<file path="src/power_quality_evaluator_assert.svh">
// Assertion macros shared by the evaluator RTL.
// Each macro checks a property on the rising edge of clk, off during reset.
`ifndef POWER_QUALITY_EVALUATOR_ASSERT_SVH
`define POWER_QUALITY_EVALUATOR_ASSERT_SVH
`ifndef SYNTH
`define PQE_ASSERT_IMP(lbl, ante, cons) \
	lbl: assert property (@(posedge clk) disable iff (!arst_n) (ante) |-> (cons)) \
		else $error("power quality evaluator check failed");
`define PQE_ASSERT_NXT(lbl, ante, cons) \
	lbl: assert property (@(posedge clk) disable iff (!arst_n) (ante) |=> (cons)) \
		else $error("power quality evaluator check failed");
`else
`define PQE_ASSERT_IMP(lbl, ante, cons)
`define PQE_ASSERT_NXT(lbl, ante, cons)
`endif
`endif

</file>
<file path="src/pqe_pkg.sv">
`default_nettype none
package pqe_pkg;

	localparam int PW      = 24;         // power magnitude width
	localparam int RADW    = 2 * PW;     // width of P^2 + Q^2
	localparam int REMW    = PW + 2;     // square root remainder width
	localparam int QW      = 11;         // quotient and power factor width
	localparam int NUMW    = PW + 10;    // width of |P| * 1000
	localparam int FLAGW   = 7;
	localparam int GRADEW  = 3;

	// Configuration register indexes.
	typedef enum logic [1:0] {
		REG_VOLT_NOM = 2'd0,
		REG_CURR_NOM = 2'd1,
		REG_PF_MIN   = 2'd2,
		REG_THD_MAX  = 2'd3
	} reg_idx_t;

	// Safety flag bit positions.
	localparam int FLAG_OV   = 0;
	localparam int FLAG_UV   = 1;
	localparam int FLAG_OC   = 2;
	localparam int FLAG_PF   = 4;
	localparam int FLAG_THD  = 5;
	localparam int FLAG_FREQ = 6;

	// Fixed thresholds of the grade penalties and frequency flag.
	localparam logic [11:0] THD_PEN1   = 12'd30;
	localparam logic [11:0] THD_PEN2   = 12'd50;
	localparam logic [15:0] FREQ_LOW   = 16'd4800;
	localparam logic [15:0] FREQ_HIGH  = 16'd5200;
	localparam logic [15:0] FREQ_LO1   = 16'd4950;
	localparam logic [15:0] FREQ_HI1   = 16'd5050;
	localparam logic [15:0] FREQ_LO2   = 16'd4900;
	localparam logic [15:0] FREQ_HI2   = 16'd5100;
	localparam logic signed [QW-1:0] PF_PEN1 = 11'sd950;
	localparam logic signed [QW-1:0] PF_PEN2 = 11'sd850;
	localparam logic signed [QW-1:0] PF_UNITY = 11'sd1000;
	localparam logic [GRADEW-1:0] GRADE_MAX = 3'd5;

	// Per-item data that rides along the arithmetic pipelines.
	typedef struct packed {
		logic              neg;
		logic [PW-1:0]     pm;
		logic [FLAGW-1:0]  flags;
		logic [GRADEW-1:0] grade;
	} side_t;

endpackage
`default_nettype wire

</file>
<file path="src/pqe_sqrt.sv">
`default_nettype none
module pqe_sqrt (
	input  wire logic                        clk,
	input  wire logic                        arst_n,
	input  wire logic                        en,
	input  wire logic                        in_valid,
	input  wire logic [pqe_pkg::RADW-1:0]    in_rad,
	input  wire pqe_pkg::side_t              in_side,
	output logic                             out_valid,
	output logic [pqe_pkg::PW-1:0]           out_root,
	output pqe_pkg::side_t                   out_side
);
	localparam int N = pqe_pkg::PW;

	logic [N-1:0]                  vld_s;
	logic [pqe_pkg::REMW-1:0]      rem_s  [N];
	logic [pqe_pkg::PW-1:0]        root_s [N];
	logic [pqe_pkg::RADW-1:0]      rad_s  [N];
	pqe_pkg::side_t                side_s [N];

	logic [pqe_pkg::REMW-1:0]      rem_d  [N];
	logic [pqe_pkg::PW-1:0]        root_d [N];
	logic [pqe_pkg::RADW-1:0]      rad_d  [N];

	// One result bit per stage: bring down two radicand bits, try the subtract.
	always_comb begin
		logic [pqe_pkg::REMW-1:0] rem_in;
		logic [pqe_pkg::PW-1:0]   root_in;
		logic [pqe_pkg::RADW-1:0] rad_in;
		logic [pqe_pkg::REMW-1:0] rem_t;
		logic [pqe_pkg::REMW-1:0] trial;
		for (int k = 0; k < N; k++) begin
			rem_in  = (k == 0) ? '0 : rem_s[(k == 0) ? 0 : k - 1];
			root_in = (k == 0) ? '0 : root_s[(k == 0) ? 0 : k - 1];
			rad_in  = (k == 0) ? in_rad : rad_s[(k == 0) ? 0 : k - 1];
			rem_t   = {rem_in[pqe_pkg::REMW-3:0], rad_in[pqe_pkg::RADW-1 -: 2]};
			trial   = {root_in, 2'b01};
			rad_d[k] = {rad_in[pqe_pkg::RADW-3:0], 2'b00};
			if (rem_t >= trial) begin
				rem_d[k]  = rem_t - trial;
				root_d[k] = {root_in[pqe_pkg::PW-2:0], 1'b1};
			end else begin
				rem_d[k]  = rem_t;
				root_d[k] = {root_in[pqe_pkg::PW-2:0], 1'b0};
			end
		end
	end

	// Stage valid bits.
	always_ff @(posedge clk or negedge arst_n) begin
		if (!arst_n) begin
			vld_s <= '0;
		end else if (en) begin
			vld_s <= {vld_s[N-2:0], in_valid};
		end
	end

	// Stage payload.
	always_ff @(posedge clk) begin
		if (en) begin
			for (int k = 0; k < N; k++) begin
				rem_s[k]  <= rem_d[k];
				root_s[k] <= root_d[k];
				rad_s[k]  <= rad_d[k];
				side_s[k] <= (k == 0) ? in_side : side_s[(k == 0) ? 0 : k - 1];
			end
		end
	end

	assign out_valid = vld_s[N-1];
	assign out_root  = root_s[N-1];
	assign out_side  = side_s[N-1];
endmodule
`default_nettype wire

</file>
<file path="config.mk">
export PLATFORM = sky130hd
export DESIGN_NAME = pqe_sqrt
export DESIGN_NICKNAME = d
export VERILOG_FILES = /design/src/power_quality_evaluator_assert.svh /design/src/pqe_pkg.sv /design/src/pqe_sqrt.sv
export SDC_FILE = /design/constraint.sdc
export NUM_CORES = 2
export LEC_CHECK = 0
export BUFFER_PORTS_ARGS = -buffer_cell sky130_fd_sc_hd__buf_2
export CAP_MARGIN = 20
export CORE_MARGIN = 1.5
export CORE_UTILIZATION = 40
export CTS_CLUSTER_SIZE = 16
export DETAILED_ROUTE_END_ITERATION = 8
export PLACE_DENSITY_LB_ADDON = 0.3
export SLEW_MARGIN = 30
export SYNTH_ARGS = -nofsm -noshare
export SYNTH_HDL_FRONTEND = slang
export SYNTH_SLANG_ARGS = --single-unit
export TNS_END_PERCENT = 50
</file>
<file path="constraint.sdc">
create_clock -name clk -period 6.4 [get_ports clk]
set_clock_uncertainty 0.1 [all_clocks]
set_input_delay 0.32 -clock clk [delete_from_list [all_inputs] [get_ports clk]]
set_output_delay 0.32 -clock clk [all_outputs]
set_load 0.02 [all_outputs]
</file>
==> results.md <==
* Overall Global Routing Usage at 12.4%
* # setup viols final at 0
* Cell with the largest stage delay on the worst path: and2_1
* Post-synthesis cell type count at a little under 80
* Unrepaired setup endpoints after global routing: false
* Critical path type: register to register
* Yosys Warn Count at 0
* Footprint of the multi-input gates at around 0.020 mm2
* P_leak at between 30 and 40 nW
* Total die area at about 0.23 mm2
* Launch instance of the worst min-delay path: in_side[19]
* Reg-to-reg critical path startpoint: rem_s[0][130]$_DFFE_PP_
* Starting Density at between 40% and 50%
* Antenna diodes at 0
* Clk Latency, worst-skew pair at about 0.87 ns
* Post_cts resized at 0
* Die height at ~480 um
* Critical path buffers and inverters at 1
* CTS clk-pin slew, worst paths at 0.06 ns
* Worst rel slew slack at about a third
* Crit path max-delay family: compound AO/OA/AOI/OAI gates
* Cell area after synthesis at between 0.08 and 0.09 mm2
* Area of the placeable core at roughly 0.22 mm2
* Max_cap viols at 0
* Kind of start point of the critical path: register
* Synthesized net count at 6056
* Total number of nets in the final design at roughly 6500
* TritonCTS clock tree: built
* Drt via density at 4.83
* Synthesis-stage register bit count at approximately 2200
* Total chip power at 36.9 mW
* Largest net degree at the start of global routing at 202
* Num CTS Buffers at around 230
* Final instance area at slightly above 0.1 mm2
* Vias after detailed routing at between 40000 and 50000
* Detailed-routing iteration count for the pre-antenna-repair pass at 8
* Sum of overflow across all layers after global routing at 0
* Post-placement cell area at approximately 0.094 mm2
* Mean instance size in the synthesized netlist at 15.8 um2
* Std cell rows at between 150 and 200
* Sequential Area at ~0.067 mm2
* Post-detail-place hpwl at roughly 90000 um
* Reg-to-reg endpoint: rem_s[0][170]$_DFFE_PP_
* Area growth from synthesis to layout at 15.5%
* Number of synthesized flops with an enable pin at approximately 2200
* DRT iter0 DRCs at between 3000 and 4000
* Endpoint with the worst hold slack: side_s[0][19]$_DFFE_PP_
* Final-layout setup total negative slack at 0 ns
* Max Slew Vio Count at 0
* Worst path cell trace: ha_1 > nor2b_1 > o21ai_0 > a21boi_0 > o21ai_0 > a21oi_1 > o21ai_1 > and2_1 > inv_1 > nand4_1 > xnor2_1
* # DRC at 0
* Max Clock Freq at between 200 and 300 MHz
* Fraction of layout instances using a drive strength above 1 at between 10% and 20%
* Reg2Reg Depth at 11
* Number of nets with antenna violations after detailed routing at 0
* Worst voltage drop across the vdd grid at roughly 0.00028 V
* Die extent in x at 475 um
* Cell Pwr Density at 358 mW/mm2
* Input/output buffers at 146
* Count of fill cells added during filler insertion at roughly 19000
* I/O pin total at 147
* Final min period at between 3 and 4 ns
* Buffers from clock root to sink, at most at 3
* Prevailing post-synth register cell: edfxtp_1
* Highest cell delay on the worst timing path at approximately 0.63 ns
* Result of the run: finished, final reports clean
* Period Utilization, post-route at 61.1%
* Sequential cell area fraction in the yosys report at 75.2%
* Most common cell after layout, fill and taps aside: edfxtp_1
* Worst endpoint data arrival time at around 4.4 ns
* Capturing element type of the critical path: register
* Worst Hold Path Cells at 2
* Slew at the pin closest to its max-slew limit at 0.986 ns
* Antenna violations before repair at 0
* Post-Route WL at between 100000 and 150000 um
* Clock sinks at ~2200
* Proportion of synthesized flip-flops having asynchronous set or reset at under 10%
* R2r setup slk at between 2 and 2.5 ns
* Hold WC Path Type: input pin to register
* Commonest cells after routing, fill and taps aside: 2214 x edfxtp_1, 397 x inv_1, 325 x ha_1, 305 x nand2_1, 278 x nor2_1
* Post-synthesis instance total at about 5600
* Global placement routability congestion at between 0.8 and 0.9
* Required @ worst endpoint at 6.89 ns
* Final hold violations at 0
* Number of global-route vias before repair at between 40000 and 50000
* Critical path's most frequent cell: o21ai_0
* Buffer cell driving the clock tree root: clkbuf_16
* Max H-tree Level at 4
* Global-route wire length before repair at roughly 230000 um
* Wirelength per Cell at 15.2 um
* Largest fanout on the critical path at 16
-- cell type report --
| cell class | count | share of cell area, % |
|---|---|---|
| inverters | 399 | 1.45 |
| well taps | 2975 | 3.61 |
| flip-flops and latches | 2238 | 65.1 |
| clock buffers | 283 | 5.94 |
| repair buffers | 347 | 2.75 |
| multi-input cells | 2893 | 19.5 |
| clock inverters | 153 | 1.59 |
-- cells in the mapped netlist (6+ instances only) --
library cell	count	area, um2
and4_1	9	78.8
a2111oi_0	11	96.3
nor2_1	278	1040
edfxtp_1	2214	66500
nor4_1	63	394
a21boi_0	16	120
nand2b_1	73	457
and2_1	11	68.8
or3_1	43	269
a31oi_1	19	119
o31ai_1	37	278
inv_1	397	1490
buf_4	35	263
ha_1	325	4070
xor2_1	205	1800
and3_1	16	100
a211o_1	10	87.6
or4_1	25	188
nor4b_1	12	105
nand4_1	43	269
o21bai_1	22	165
clkbuf_1	73	274
a21o_1	94	706
or2_2	18	113
o211ai_1	19	143
mux2i_1	7	70.1
dfrtp_1	24	601
nand3_1	67	335
xnor2_1	216	1890
nand4b_1	6	52.6
nor3b_1	12	90.1
a211oi_1	22	165
o31a_1	6	52.6
nand3b_1	15	113
nor3_1	117	586
nand2_1	306	1150
mux2_2	76	856
o21a_1	58	435
o21ai_0	229	1150
a21oi_1	277	1390
nor2b_1	46	288
o2111ai_1	6	52.6
-- flip-flops by register name, indices dropped and copies added, names as in the netlist --
register	count
side_s	840
rad_s	552
rem_s	522
root_s	300
vld_s	24
-- metrics by stage --
stage	worst slack [ns]	util (%)	instances	hold WS [ns]
2_1_floorplan	3.11	-	5644	-0.0756
3_3_place_gp	2.59	42.2	8691	0.215
3_5_place_dp	2.54	42.2	8691	0.226
4_1_cts	2.51	46.4	9285	0.000379
5_1_grt	2.14	46.4	9288	0.0305
6_report	2.49	46.4	9288	0.0825
-- cells by family after synthesis --
group / synth area share, %
flip-flops: 75.2
AND/OR/NAND/NOR: 6.52
AO/OA/AOI/OAI: 6.21
buffers and inverters: 2.31
XOR/XNOR: 4.13
adder cells (fa/ha/maj): 4.56
multiplexers: 1.04
other: 0.00420
-- worst reg2reg max path, delay by kind of cell (launching register included) --
kind	cells	cell delay, ns
xor+xnor	1	0.08
flops	1	0.41
compound gates	5	1.22
fa+ha+maj	1	0.36
simple gates	3	1.02
buf+inv	1	0.44
-- layer usage --
layer,GRT usage (%),routed length [um],part of all wire [%],vias to the layer above
li1,-,-,-,22100
met1,15.1,61000,43,21600
met2,21.5,69900,49,849
met3,2.36,5480,3.9,347
met4,5.27,4840,3.4,0
met5,0,0,0,-
-- where the power goes --
part	switching, mW	internal [mW]
Combinational	2.69	2.10
Clock	5.62	7.78
Sequential	0.725	18.0
Total	9.04	27.9
-- worst max-delay path by stage --
stage                                   startpoint                 endpoint  slack, ns  cells after the start
after floorplan             rem_s[2][52]$_DFFE_PP_   rem_s[2][84]$_DFFE_PP_       3.11                     11
after global placement      rem_s[2][53]$_DFFE_PP_  rem_s[2][101]$_DFFE_PP_       2.59                     11
after detailed placement   rem_s[2][131]$_DFFE_PP_  rem_s[2][177]$_DFFE_PP_       2.54                     10
after CTS                  rem_s[2][131]$_DFFE_PP_  rem_s[2][177]$_DFFE_PP_       2.51                     10
after global routing      root_s[0][120]$_DFFE_PP_  rem_s[0][170]$_DFFE_PP_       2.14                     12
final                      rem_s[0][130]$_DFFE_PP_  rem_s[0][170]$_DFFE_PP_       2.49                     11
-- timing repair --
item | CTS | global route
hold buffers | 158 | 1
endpoints found under the hold margin | 184 | 24
setup buffers | 0 | 0
No activity file was read; power rests on OpenSTA's default activity.
