<file path="src/power_quality_evaluator_assert.svh">
// Assertion macros shared by the evaluator RTL.
// Each macro checks a property on the rising edge of clk, off during reset.
`ifndef POWER_QUALITY_EVALUATOR_ASSERT_SVH
`define POWER_QUALITY_EVALUATOR_ASSERT_SVH
`ifndef SYNTH
`define PQE_ASSERT_IMP(lbl, ante, cons) \
	lbl: assert property (@(posedge clk) disable iff (!arst_n) (ante) |-> (cons)) \
		else $error("power quality evaluator check failed");
`define PQE_ASSERT_NXT(lbl, ante, cons) \
	lbl: assert property (@(posedge clk) disable iff (!arst_n) (ante) |=> (cons)) \
		else $error("power quality evaluator check failed");
`else
`define PQE_ASSERT_IMP(lbl, ante, cons)
`define PQE_ASSERT_NXT(lbl, ante, cons)
`endif
`endif

</file>
<file path="src/pqe_pkg.sv">
`default_nettype none
package pqe_pkg;

	localparam int PW      = 24;         // power magnitude width
	localparam int RADW    = 2 * PW;     // width of P^2 + Q^2
	localparam int REMW    = PW + 2;     // square root remainder width
	localparam int QW      = 11;         // quotient and power factor width
	localparam int NUMW    = PW + 10;    // width of |P| * 1000
	localparam int FLAGW   = 7;
	localparam int GRADEW  = 3;

	// Configuration register indexes.
	typedef enum logic [1:0] {
		REG_VOLT_NOM = 2'd0,
		REG_CURR_NOM = 2'd1,
		REG_PF_MIN   = 2'd2,
		REG_THD_MAX  = 2'd3
	} reg_idx_t;

	// Safety flag bit positions.
	localparam int FLAG_OV   = 0;
	localparam int FLAG_UV   = 1;
	localparam int FLAG_OC   = 2;
	localparam int FLAG_PF   = 4;
	localparam int FLAG_THD  = 5;
	localparam int FLAG_FREQ = 6;

	// Fixed thresholds of the grade penalties and frequency flag.
	localparam logic [11:0] THD_PEN1   = 12'd30;
	localparam logic [11:0] THD_PEN2   = 12'd50;
	localparam logic [15:0] FREQ_LOW   = 16'd4800;
	localparam logic [15:0] FREQ_HIGH  = 16'd5200;
	localparam logic [15:0] FREQ_LO1   = 16'd4950;
	localparam logic [15:0] FREQ_HI1   = 16'd5050;
	localparam logic [15:0] FREQ_LO2   = 16'd4900;
	localparam logic [15:0] FREQ_HI2   = 16'd5100;
	localparam logic signed [QW-1:0] PF_PEN1 = 11'sd950;
	localparam logic signed [QW-1:0] PF_PEN2 = 11'sd850;
	localparam logic signed [QW-1:0] PF_UNITY = 11'sd1000;
	localparam logic [GRADEW-1:0] GRADE_MAX = 3'd5;

	// Per-item data that rides along the arithmetic pipelines.
	typedef struct packed {
		logic              neg;
		logic [PW-1:0]     pm;
		logic [FLAGW-1:0]  flags;
		logic [GRADEW-1:0] grade;
	} side_t;

endpackage
`default_nettype wire

</file>
<file path="src/pqe_div.sv">
`default_nettype none
module pqe_div (
	input  wire logic                        clk,
	input  wire logic                        arst_n,
	input  wire logic                        en,
	input  wire logic                        in_valid,
	input  wire logic [pqe_pkg::NUMW-1:0]    in_num,
	input  wire logic [pqe_pkg::PW-1:0]      in_den,
	input  wire pqe_pkg::side_t              in_side,
	output logic                             out_valid,
	output logic [pqe_pkg::QW-1:0]           out_quot,
	output logic [pqe_pkg::PW-1:0]           out_den,
	output pqe_pkg::side_t                   out_side
);
	localparam int N  = pqe_pkg::QW;
	localparam int TW = pqe_pkg::PW + pqe_pkg::QW;

	logic [N-1:0]                  vld_s;
	logic [pqe_pkg::NUMW-1:0]      rem_s  [N];
	logic [pqe_pkg::QW-1:0]        quot_s [N];
	logic [pqe_pkg::PW-1:0]        den_s  [N];
	pqe_pkg::side_t                side_s [N];

	logic [pqe_pkg::NUMW-1:0]      rem_d  [N];
	logic [pqe_pkg::QW-1:0]        quot_d [N];

	// Restoring division, quotient bit N-1-k decided in stage k.
	always_comb begin
		logic [pqe_pkg::NUMW-1:0] rem_in;
		logic [pqe_pkg::QW-1:0]   quot_in;
		logic [pqe_pkg::PW-1:0]   den_in;
		logic [TW-1:0]            shd;
		for (int k = 0; k < N; k++) begin
			rem_in  = (k == 0) ? in_num : rem_s[(k == 0) ? 0 : k - 1];
			quot_in = (k == 0) ? '0 : quot_s[(k == 0) ? 0 : k - 1];
			den_in  = (k == 0) ? in_den : den_s[(k == 0) ? 0 : k - 1];
			shd     = {{pqe_pkg::QW{1'b0}}, den_in} << (N - 1 - k);
			if ({{(TW - pqe_pkg::NUMW){1'b0}}, rem_in} >= shd) begin
				rem_d[k]  = rem_in - shd[pqe_pkg::NUMW-1:0];
				quot_d[k] = {quot_in[pqe_pkg::QW-2:0], 1'b1};
			end else begin
				rem_d[k]  = rem_in;
				quot_d[k] = {quot_in[pqe_pkg::QW-2:0], 1'b0};
			end
		end
	end

	// Stage valid bits.
	always_ff @(posedge clk or negedge arst_n) begin
		if (!arst_n) begin
			vld_s <= '0;
		end else if (en) begin
			vld_s <= {vld_s[N-2:0], in_valid};
		end
	end

	// Stage payload.
	always_ff @(posedge clk) begin
		if (en) begin
			for (int k = 0; k < N; k++) begin
				rem_s[k]  <= rem_d[k];
				quot_s[k] <= quot_d[k];
				den_s[k]  <= (k == 0) ? in_den : den_s[(k == 0) ? 0 : k - 1];
				side_s[k] <= (k == 0) ? in_side : side_s[(k == 0) ? 0 : k - 1];
			end
		end
	end

	assign out_valid = vld_s[N-1];
	assign out_quot  = quot_s[N-1];
	assign out_den   = den_s[N-1];
	assign out_side  = side_s[N-1];
endmodule
`default_nettype wire

</file>
<file path="config.mk">
export PLATFORM = sky130hd
export DESIGN_NAME = pqe_div
export DESIGN_NICKNAME = d
export VERILOG_FILES = /design/src/power_quality_evaluator_assert.svh /design/src/pqe_pkg.sv /design/src/pqe_div.sv
export SDC_FILE = /design/constraint.sdc
export NUM_CORES = 1
export LEC_CHECK = 0
export BUFFER_PORTS_ARGS = -buffer_cell sky130_fd_sc_hd__buf_2
export CAP_MARGIN = 15
export CORE_UTILIZATION = 50
export CTS_CLUSTER_SIZE = 40
export DETAILED_ROUTE_END_ITERATION = 10
export PLACE_DENSITY = 0.71
export SYNTH_ARGS = -nofsm -noshare
export SYNTH_HDL_FRONTEND = slang
export SYNTH_SLANG_ARGS = --single-unit
</file>
<file path="constraint.sdc">
create_clock -name clk -period 3.8 [get_ports clk]
set_clock_uncertainty 0.1 [all_clocks]
set_input_delay 0.95 -clock clk [delete_from_list [all_inputs] [get_ports clk]]
set_output_delay 0.95 -clock clk [all_outputs]
set_load 0.005 [all_outputs]
</file>
==> results.cfg, run 1 <==
[outcome]
outcome = complete, no violations

[placed_design]
worst_slack_after_detailed_placement_ns = -0.4782
placed_cells_incl_taps = 5197
gpl.final_weighted_congestion = 0.8544
place_hpwl_mm = 60.89
place.port_buffers = 167

[worst_setup_path]
timing.critical_path.fanout_max = 14
crit_arrival_ns = 3.91
setup.worst_path.class = in -> reg
end_kind = flop
worst_setup_path_start_kind = input port
critPathRequiredTime_ns = 4.11

[global_routing]
number_of_antenna_violations_at_the_first_check_in_global_routing = 0
grt_pass1_vias = 28120
wire_length_of_the_first_global_routing_pass_mm = 135.3
grt_total_ovfl = 0
grt_start_max_net_pins = 93
grt_usage_pct = 16.80

[floorplanning]
core_box_area_um2 = 96710
dieWidth_um = 314.6
rows = 114
initial_utilization_pct = 50.53
pin_count = 168
total_die_area_um2 = 98980
chipHeight_um = 314.6

[clocking]
cts.sinks = 1066
cts_inserted_buffers = 107
cts.reportedPaths.clkPinSlew_ns = 0.06
cts_setup_buffers = 0
max-clock-path-buffers = 3
cts.htree.levels = 3
cts-root-buf = clkbuf_16
tritoncts = done
clk-insertion-delay-late_ns = 0.69

[pwr]
ir_drop_uv = 393.9
power.density_cell_area_nw_per_um2 = 693.2
leakage_nw = 21.78
totalPowerFinal_mw = 38.87

[sta]
setup_tns_ns = 0
finalSetupViolCount = 0
finalHoldViolCount = 0
fmax_mhz = 277.8
slew_viol_final = 0
final.setup.worst_slack_ns = 0.2007
timing_worst_slew_pin_value_ns = 0.6908
maxSlewHeadroom_pct = 53.95
finalCriticalPeriod_ns = 3.599
grt_setup_unrepaired = no
post-route-period-util_pct = 94.72

[detailed_routing]
drtPass1Iterations = 5
drc = 0
route.vias.total = 28350
antenna_left = 0
drt-initial-drc-count = 1605
number_of_vias_per_cell = 5.250
wl_per_cell_um = 15.30
drt_wl_total_mm = 82.61

[final_layout]
antenna_cells_inserted = 0
drive_gt1_share_pct = 12.61
fin_util_pct = 57.98
layout.cells.non_filler = 5400
num-nets-final = 4401
layout-area-overhead-vs-synth_pct = 14.76

[synthesis]
synth_seq_cells = 1066
synth.yosys.seq_area_share_pct = 65.40
synth_flop_cell = edfxtp_1
yosys.cell_types.count = 79
count_of_flip_flops_with_a_built_in_enable_after_synthesis = 1055
post_synth_inst_count = 3693
ys_warnings = 0
synthesis.nets = 4064
synth-async-reset-ratio_pct = 1.032
postSynthAreaPerCell_um2 = 13.23
syn_area_um2 = 48860

[run]
drv_cap = 0

[min_path]
holdCritPathClass = in -> async
## registers in the layout, indices dropped and copies added (netlist names)
signal  cells
quot_s     66
den_s     264
vld_s      11
rem_s     340
side_s    385
## logic make-up (layout without fill, tap and decap cells)
logic type               Yosys count  count (layout)  share of synthesized area, %
flip-flops                      1066            1066                         65.40
AO/OA/AOI/OAI                    881             881                         11.17
AND/OR/NAND/NOR                  779             779                         7.687
buffers and inverters            407             838                         3.188
adder cells (fa/ha/maj)          274             274                         7.170
XOR/XNOR                         232             232                         4.158
multiplexers                      54              54                         1.232
## where the power goes
part           switching, mW  internal, mW
Clock                   4.36          6.52
Combinational           6.27          5.04
Sequential              1.03          15.7
## cells in the mapped netlist (20+ instances only)
cell | instances | area (um2)
o21bai_1 | 37 | 277.8
mux2_2 | 29 | 326.6
a31oi_1 | 27 | 168.9
nand2b_1 | 34 | 212.7
nand2_1 | 258 | 968.4
xor2_1 | 100 | 875.8
nor4_1 | 25 | 156.4
a21o_1 | 107 | 803.3
xnor2_1 | 132 | 1156
ha_1 | 264 | 3303
edfxtp_1 | 1055 | 31680
inv_1 | 340 | 1276
nand4_1 | 48 | 300.3
nor3_1 | 51 | 255.2
a211oi_1 | 23 | 172.7
clkbuf_1 | 52 | 195.2
nor2b_1 | 31 | 193.9
and3_1 | 20 | 125.1
o21a_1 | 35 | 262.8
mux2_1 | 20 | 225.2
o31ai_1 | 22 | 165.2
nand3_1 | 36 | 180.2
nor2_1 | 184 | 690.7
a21oi_1 | 242 | 1211
o21ai_0 | 218 | 1091
o21ai_1 | 45 | 225.2
## worst paths after layout
kind,slack (ns),to,startpoint,cells after the start
worst min register to register,0.31,side_s[4][28],side_s[3][28],0
worst min-delay path,0.05,vld_s[2],arst_n,1
max in group asynchronous,3.34,vld_s[8],arst_n,1
worst max register to register,0.22,rem_s[8][3],rem_s[7][2],12
worst max-delay path,0.20,rem_s[0][27],in_num[10],12
min in group clk,0.31,side_s[4][28],side_s[3][28],0
## final cells by class
cell class,instances,area (um2)
Multi-Input combinational cell,2220,15420
Clock buffer,129,2791
Timing Repair Buffer,294,2049
Tap cell,1276,1597
Fill cell,7625,40630
Inverter,341,1280
Clock inverter,74,977.2
Sequential cell,1066,31960
## layout by cell type, fill, tap and decap left out, types with 21 or more instances in the layout
cell type | netlist | routed
xor2_1 | 100 | 100
nor4_1 | 25 | 25
xnor2_1 | 132 | 132
nand2_1 | 258 | 258
clkinv_2 | 0 | 21
nand2b_1 | 34 | 34
mux2_2 | 29 | 29
o21bai_1 | 37 | 37
o21ai_0 | 218 | 218
a21oi_1 | 242 | 242
clkbuf_16 | 0 | 108
nand4_1 | 48 | 48
nor2b_1 | 31 | 31
nor3_1 | 51 | 51
nand3_1 | 36 | 36
edfxtp_1 | 1055 | 1055
buf_4 | 0 | 107
ha_1 | 264 | 262
buf_2 | 12 | 166
a211oi_1 | 23 | 21
a21o_1 | 107 | 107
a31oi_1 | 27 | 26
o31ai_1 | 22 | 22
nor2_1 | 184 | 184
inv_1 | 340 | 340
o21ai_1 | 45 | 44
o21a_1 | 35 | 35
## per-layer routing
| layer | share of wire, % | track usage (%) |
|---|---|---|
| met1 | 43 | 19.92 |
| met2 | 49 | 29.83 |
| met3 | 3.5 | 2.372 |
| met4 | 4.4 | 8.341 |
| met5 | 0 | 0 |
## worst max-delay path, stage by stage
cell and delay, ns:
buf_2 0.10, inv_1 0.06, ha_1 0.20, fa_2 0.23, nor2b_1 0.06, o2111ai_1 0.27, a31oi_1 0.16, a41o_1 0.22
or4_1 0.62, a31o_2 0.29, a31o_2 0.38, mux2_1 0.38
## metrics by stage
stage	hold WS, ns	instance area, um2
2_1_floorplan	0.3003	48890
3_3_place_gp	0.3001	52290
3_5_place_dp	0.3045	52290
4_1_cts	0.01090	56060
5_1_grt	0.02861	56080
6_report	0.05393	56080
## what timing repair did
action / 4_1_cts / 5_1_grt
resized for setup: 0 / 4
hold buffers: 0 / 0
endpoints found under the setup margin: 0 / 6
No activity file was read; power rests on OpenSTA's default activity.
==> inputs of run 2 (changes only) <==
==> constraint.sdc (replaced) <==
create_clock -name clk -period 3.4 [get_ports clk]
set_clock_uncertainty 0.1 [all_clocks]
set_input_delay 0.85 -clock clk [delete_from_list [all_inputs] [get_ports clk]]
set_output_delay 0.85 -clock clk [all_outputs]
set_load 0.005 [all_outputs]
==> run 2 against run 1 <==
  * Via count up 1.8%
  * Largest cell class unchanged
  * Largest power group unchanged
  * Setup slack worse by 0.16 ns
  * Final area up 2.4%
  * Total power up 14%
  * Wire length up 2.8%
  * Final cell count up 2.3%
  * Clock power up 14%
==> results.cfg, run 2 (synthesis results as in run 1) <==
[worst_setup_path]
ff2ff_path_depth = 10
reg2reg_from = rem_s[8][2]
timing.critical_path.fanout_max = 3
critPathRequiredTime_ns = 3.69
crit_path_end = rem_s[9][30]
setup.worst_path.class = reg -> reg
startpoint = rem_s[8][2]
worstReg2RegEnd = rem_s[9][30]
end_kind = flop
r2r_slack_ns = 0.04
crit_arrival_ns = 3.64
worst_setup_path_start_kind = flop

[final_layout]
register_area_um2 = 31960
most_common_cell_after_layout_fill_and_taps_aside = edfxtp_1
multi_input_area_um2 = 15720
largest_register_ffs = 385
num-nets-final = 4528
mostFrequentLayoutCells = 1055 x edfxtp_1, 338 x inv_1, 258 x nand2_1, 258 x ha_1, 234 x a21oi_1
layout-area-overhead-vs-synth_pct = 17.55
drive_gt1_share_pct = 16.31
layout.filler_cells = 7499
top_reg_by_flops = side_s
antenna_cells_inserted = 0
biggestRegsByFlops = side_s (385), rem_s (340), den_s (264)

[floorplanning]
rows = 114
chipHeight_um = 314.6
pin_count = 168
dieWidth_um = 314.6
initial_utilization_pct = 50.53
core_box_area_um2 = 96710
total_die_area_um2 = 98980

[clocking]
cts.reportedPaths.clkPinSlew_ns = 0.06
clk-insertion-delay-late_ns = 0.69
max-clock-path-buffers = 3
cts.htree.levels = 3
cts_inserted_buffers = 108
cts-root-buf = clkbuf_16
cts.sinks = 1066
tritoncts = done

[detailed_routing]
wl_per_cell_um = 15.38
number_of_vias_per_cell = 5.224
route.vias.total = 28860
drt_wl_total_mm = 84.95
antenna_left = 0
drc = 0
drtPass1Iterations = 5
drt-initial-drc-count = 1603

[pwr]
ir_drop_uv = 416.2
power.density_cell_area_nw_per_um2 = 774.1
leakage_nw = 22.49

[placed_design]
place.port_buffers = 167
place_hpwl_mm = 62.42
gpl.final_weighted_congestion = 0.8866

[sta]
fmax_mhz = 297.8
post-route-period-util_pct = 98.75
finalSetupViolCount = 0
finalHoldViolCount = 0
finalCriticalPeriod_ns = 3.358
maxSlewHeadroom_pct = 60.59
whs_ns = 0.2287
timing_worst_slew_pin_value_ns = 0.5862
slew_viol_final = 0
setup_tns_ns = 0

[global_routing]
grt_usage_pct = 17.21
wire_length_of_the_first_global_routing_pass_mm = 138.5
number_of_antenna_violations_at_the_first_check_in_global_routing = 0
grt_pass1_vias = 28830
grt_start_max_net_pins = 86
grt_total_ovfl = 0

[min_path]
holdCritPathClass = in -> reg

[run]
drv_cap = 0

[outcome]
outcome = complete, no violations
==> run 2: cell types whose count changed in the layout (fill, tap and decap cells not counted), moves of 5 or more <==
cell      previous run  this run
o21ai_0            218       213
mux2_1              20        11
a21oi_1            242       234
buf_4              107       228
clkinv_1            16        21
a21oi_2              0         8
mux2_4               0         9
clkinv_2            21        13
==> run 2: per-stage QoR <==
stage               power, mW  cell area, um2  instances  setup slack, ns  util, %
floorplan               28.14           48980       3693         -0.03676        -
global route            47.17           57440       5525         -0.01448    59.39
finish                  44.46           57440       5525          0.04246    59.39
CTS                     44.55           57180       5521          0.01059    59.13
global placement        31.62           53290       5318          -0.4100    55.11
detailed placement      31.92           53290       5318          -0.5079    55.11
==> run 2: worst min path at each step <==
stage             startpoint             end  slack, ns  cells past startpoint
3_5_place_dp    quot_s[9][3]   quot_s[10][4]       0.30                      0
5_1_grt          in_side[21]   side_s[0][21]       0.18                      1
4_1_cts          in_side[21]   side_s[0][21]       0.16                      1
3_3_place_gp   side_s[0][21]   side_s[1][21]       0.30                      0
6_report         in_side[21]   side_s[0][21]       0.23                      1
2_1_floorplan   quot_s[9][9]  quot_s[10][10]       0.30                      0
==> run 2: worst max-delay path, stage by stage, from the launching register on <==
cell and delay, ns:
edfxtp_1 0.41, ha_1 0.31, nor2b_1 0.15, o31a_1 0.28, o41a_1 0.39, a2bb2oi_2 0.27, o211ai_1 0.22, and2_1 0.23
or3_1 0.38, nor4_2 0.20, xor2_1 0.10
==> run 2: repair_timing <==
action,in CTS,in global routing
hold endpoints to repair,11,0
hold buffers,1,0
setup buffers,0,4
gates resized for setup,9,46
endpoints found under the setup margin,16,118
pin swaps,1,14
==> run 2: per-layer routing <==
layer	share of wire [%]	GRT usage, %	vias up
met2	50	30.61	540
li1	-	-	14700
met4	4.3	8.418	0
met3	3.4	2.470	192
met1	43	20.39	13430
met5	0	0	-
==> run 2: cell type report <==
cell class,count,share of cell area (%)
clock inverters,70,1.686
clock buffers,132,5.010
repair buffers,420,5.261
well taps,1276,2.780
flip-flops and latches,1066,55.64
multi-input cells,2220,27.38
inverters,341,2.250
==> run 2: power breakdown <==
| group | switching [mW] | total (mW) | internal (mW) |
|---|---|---|---|
| Clock | 4.88 | 12.4 | 7.51 |
| Combinational | 7.28 | 13.4 | 6.13 |
| Sequential | 1.15 | 18.7 | 17.5 |
| Total | 13.3 | 44.5 | 31.1 |
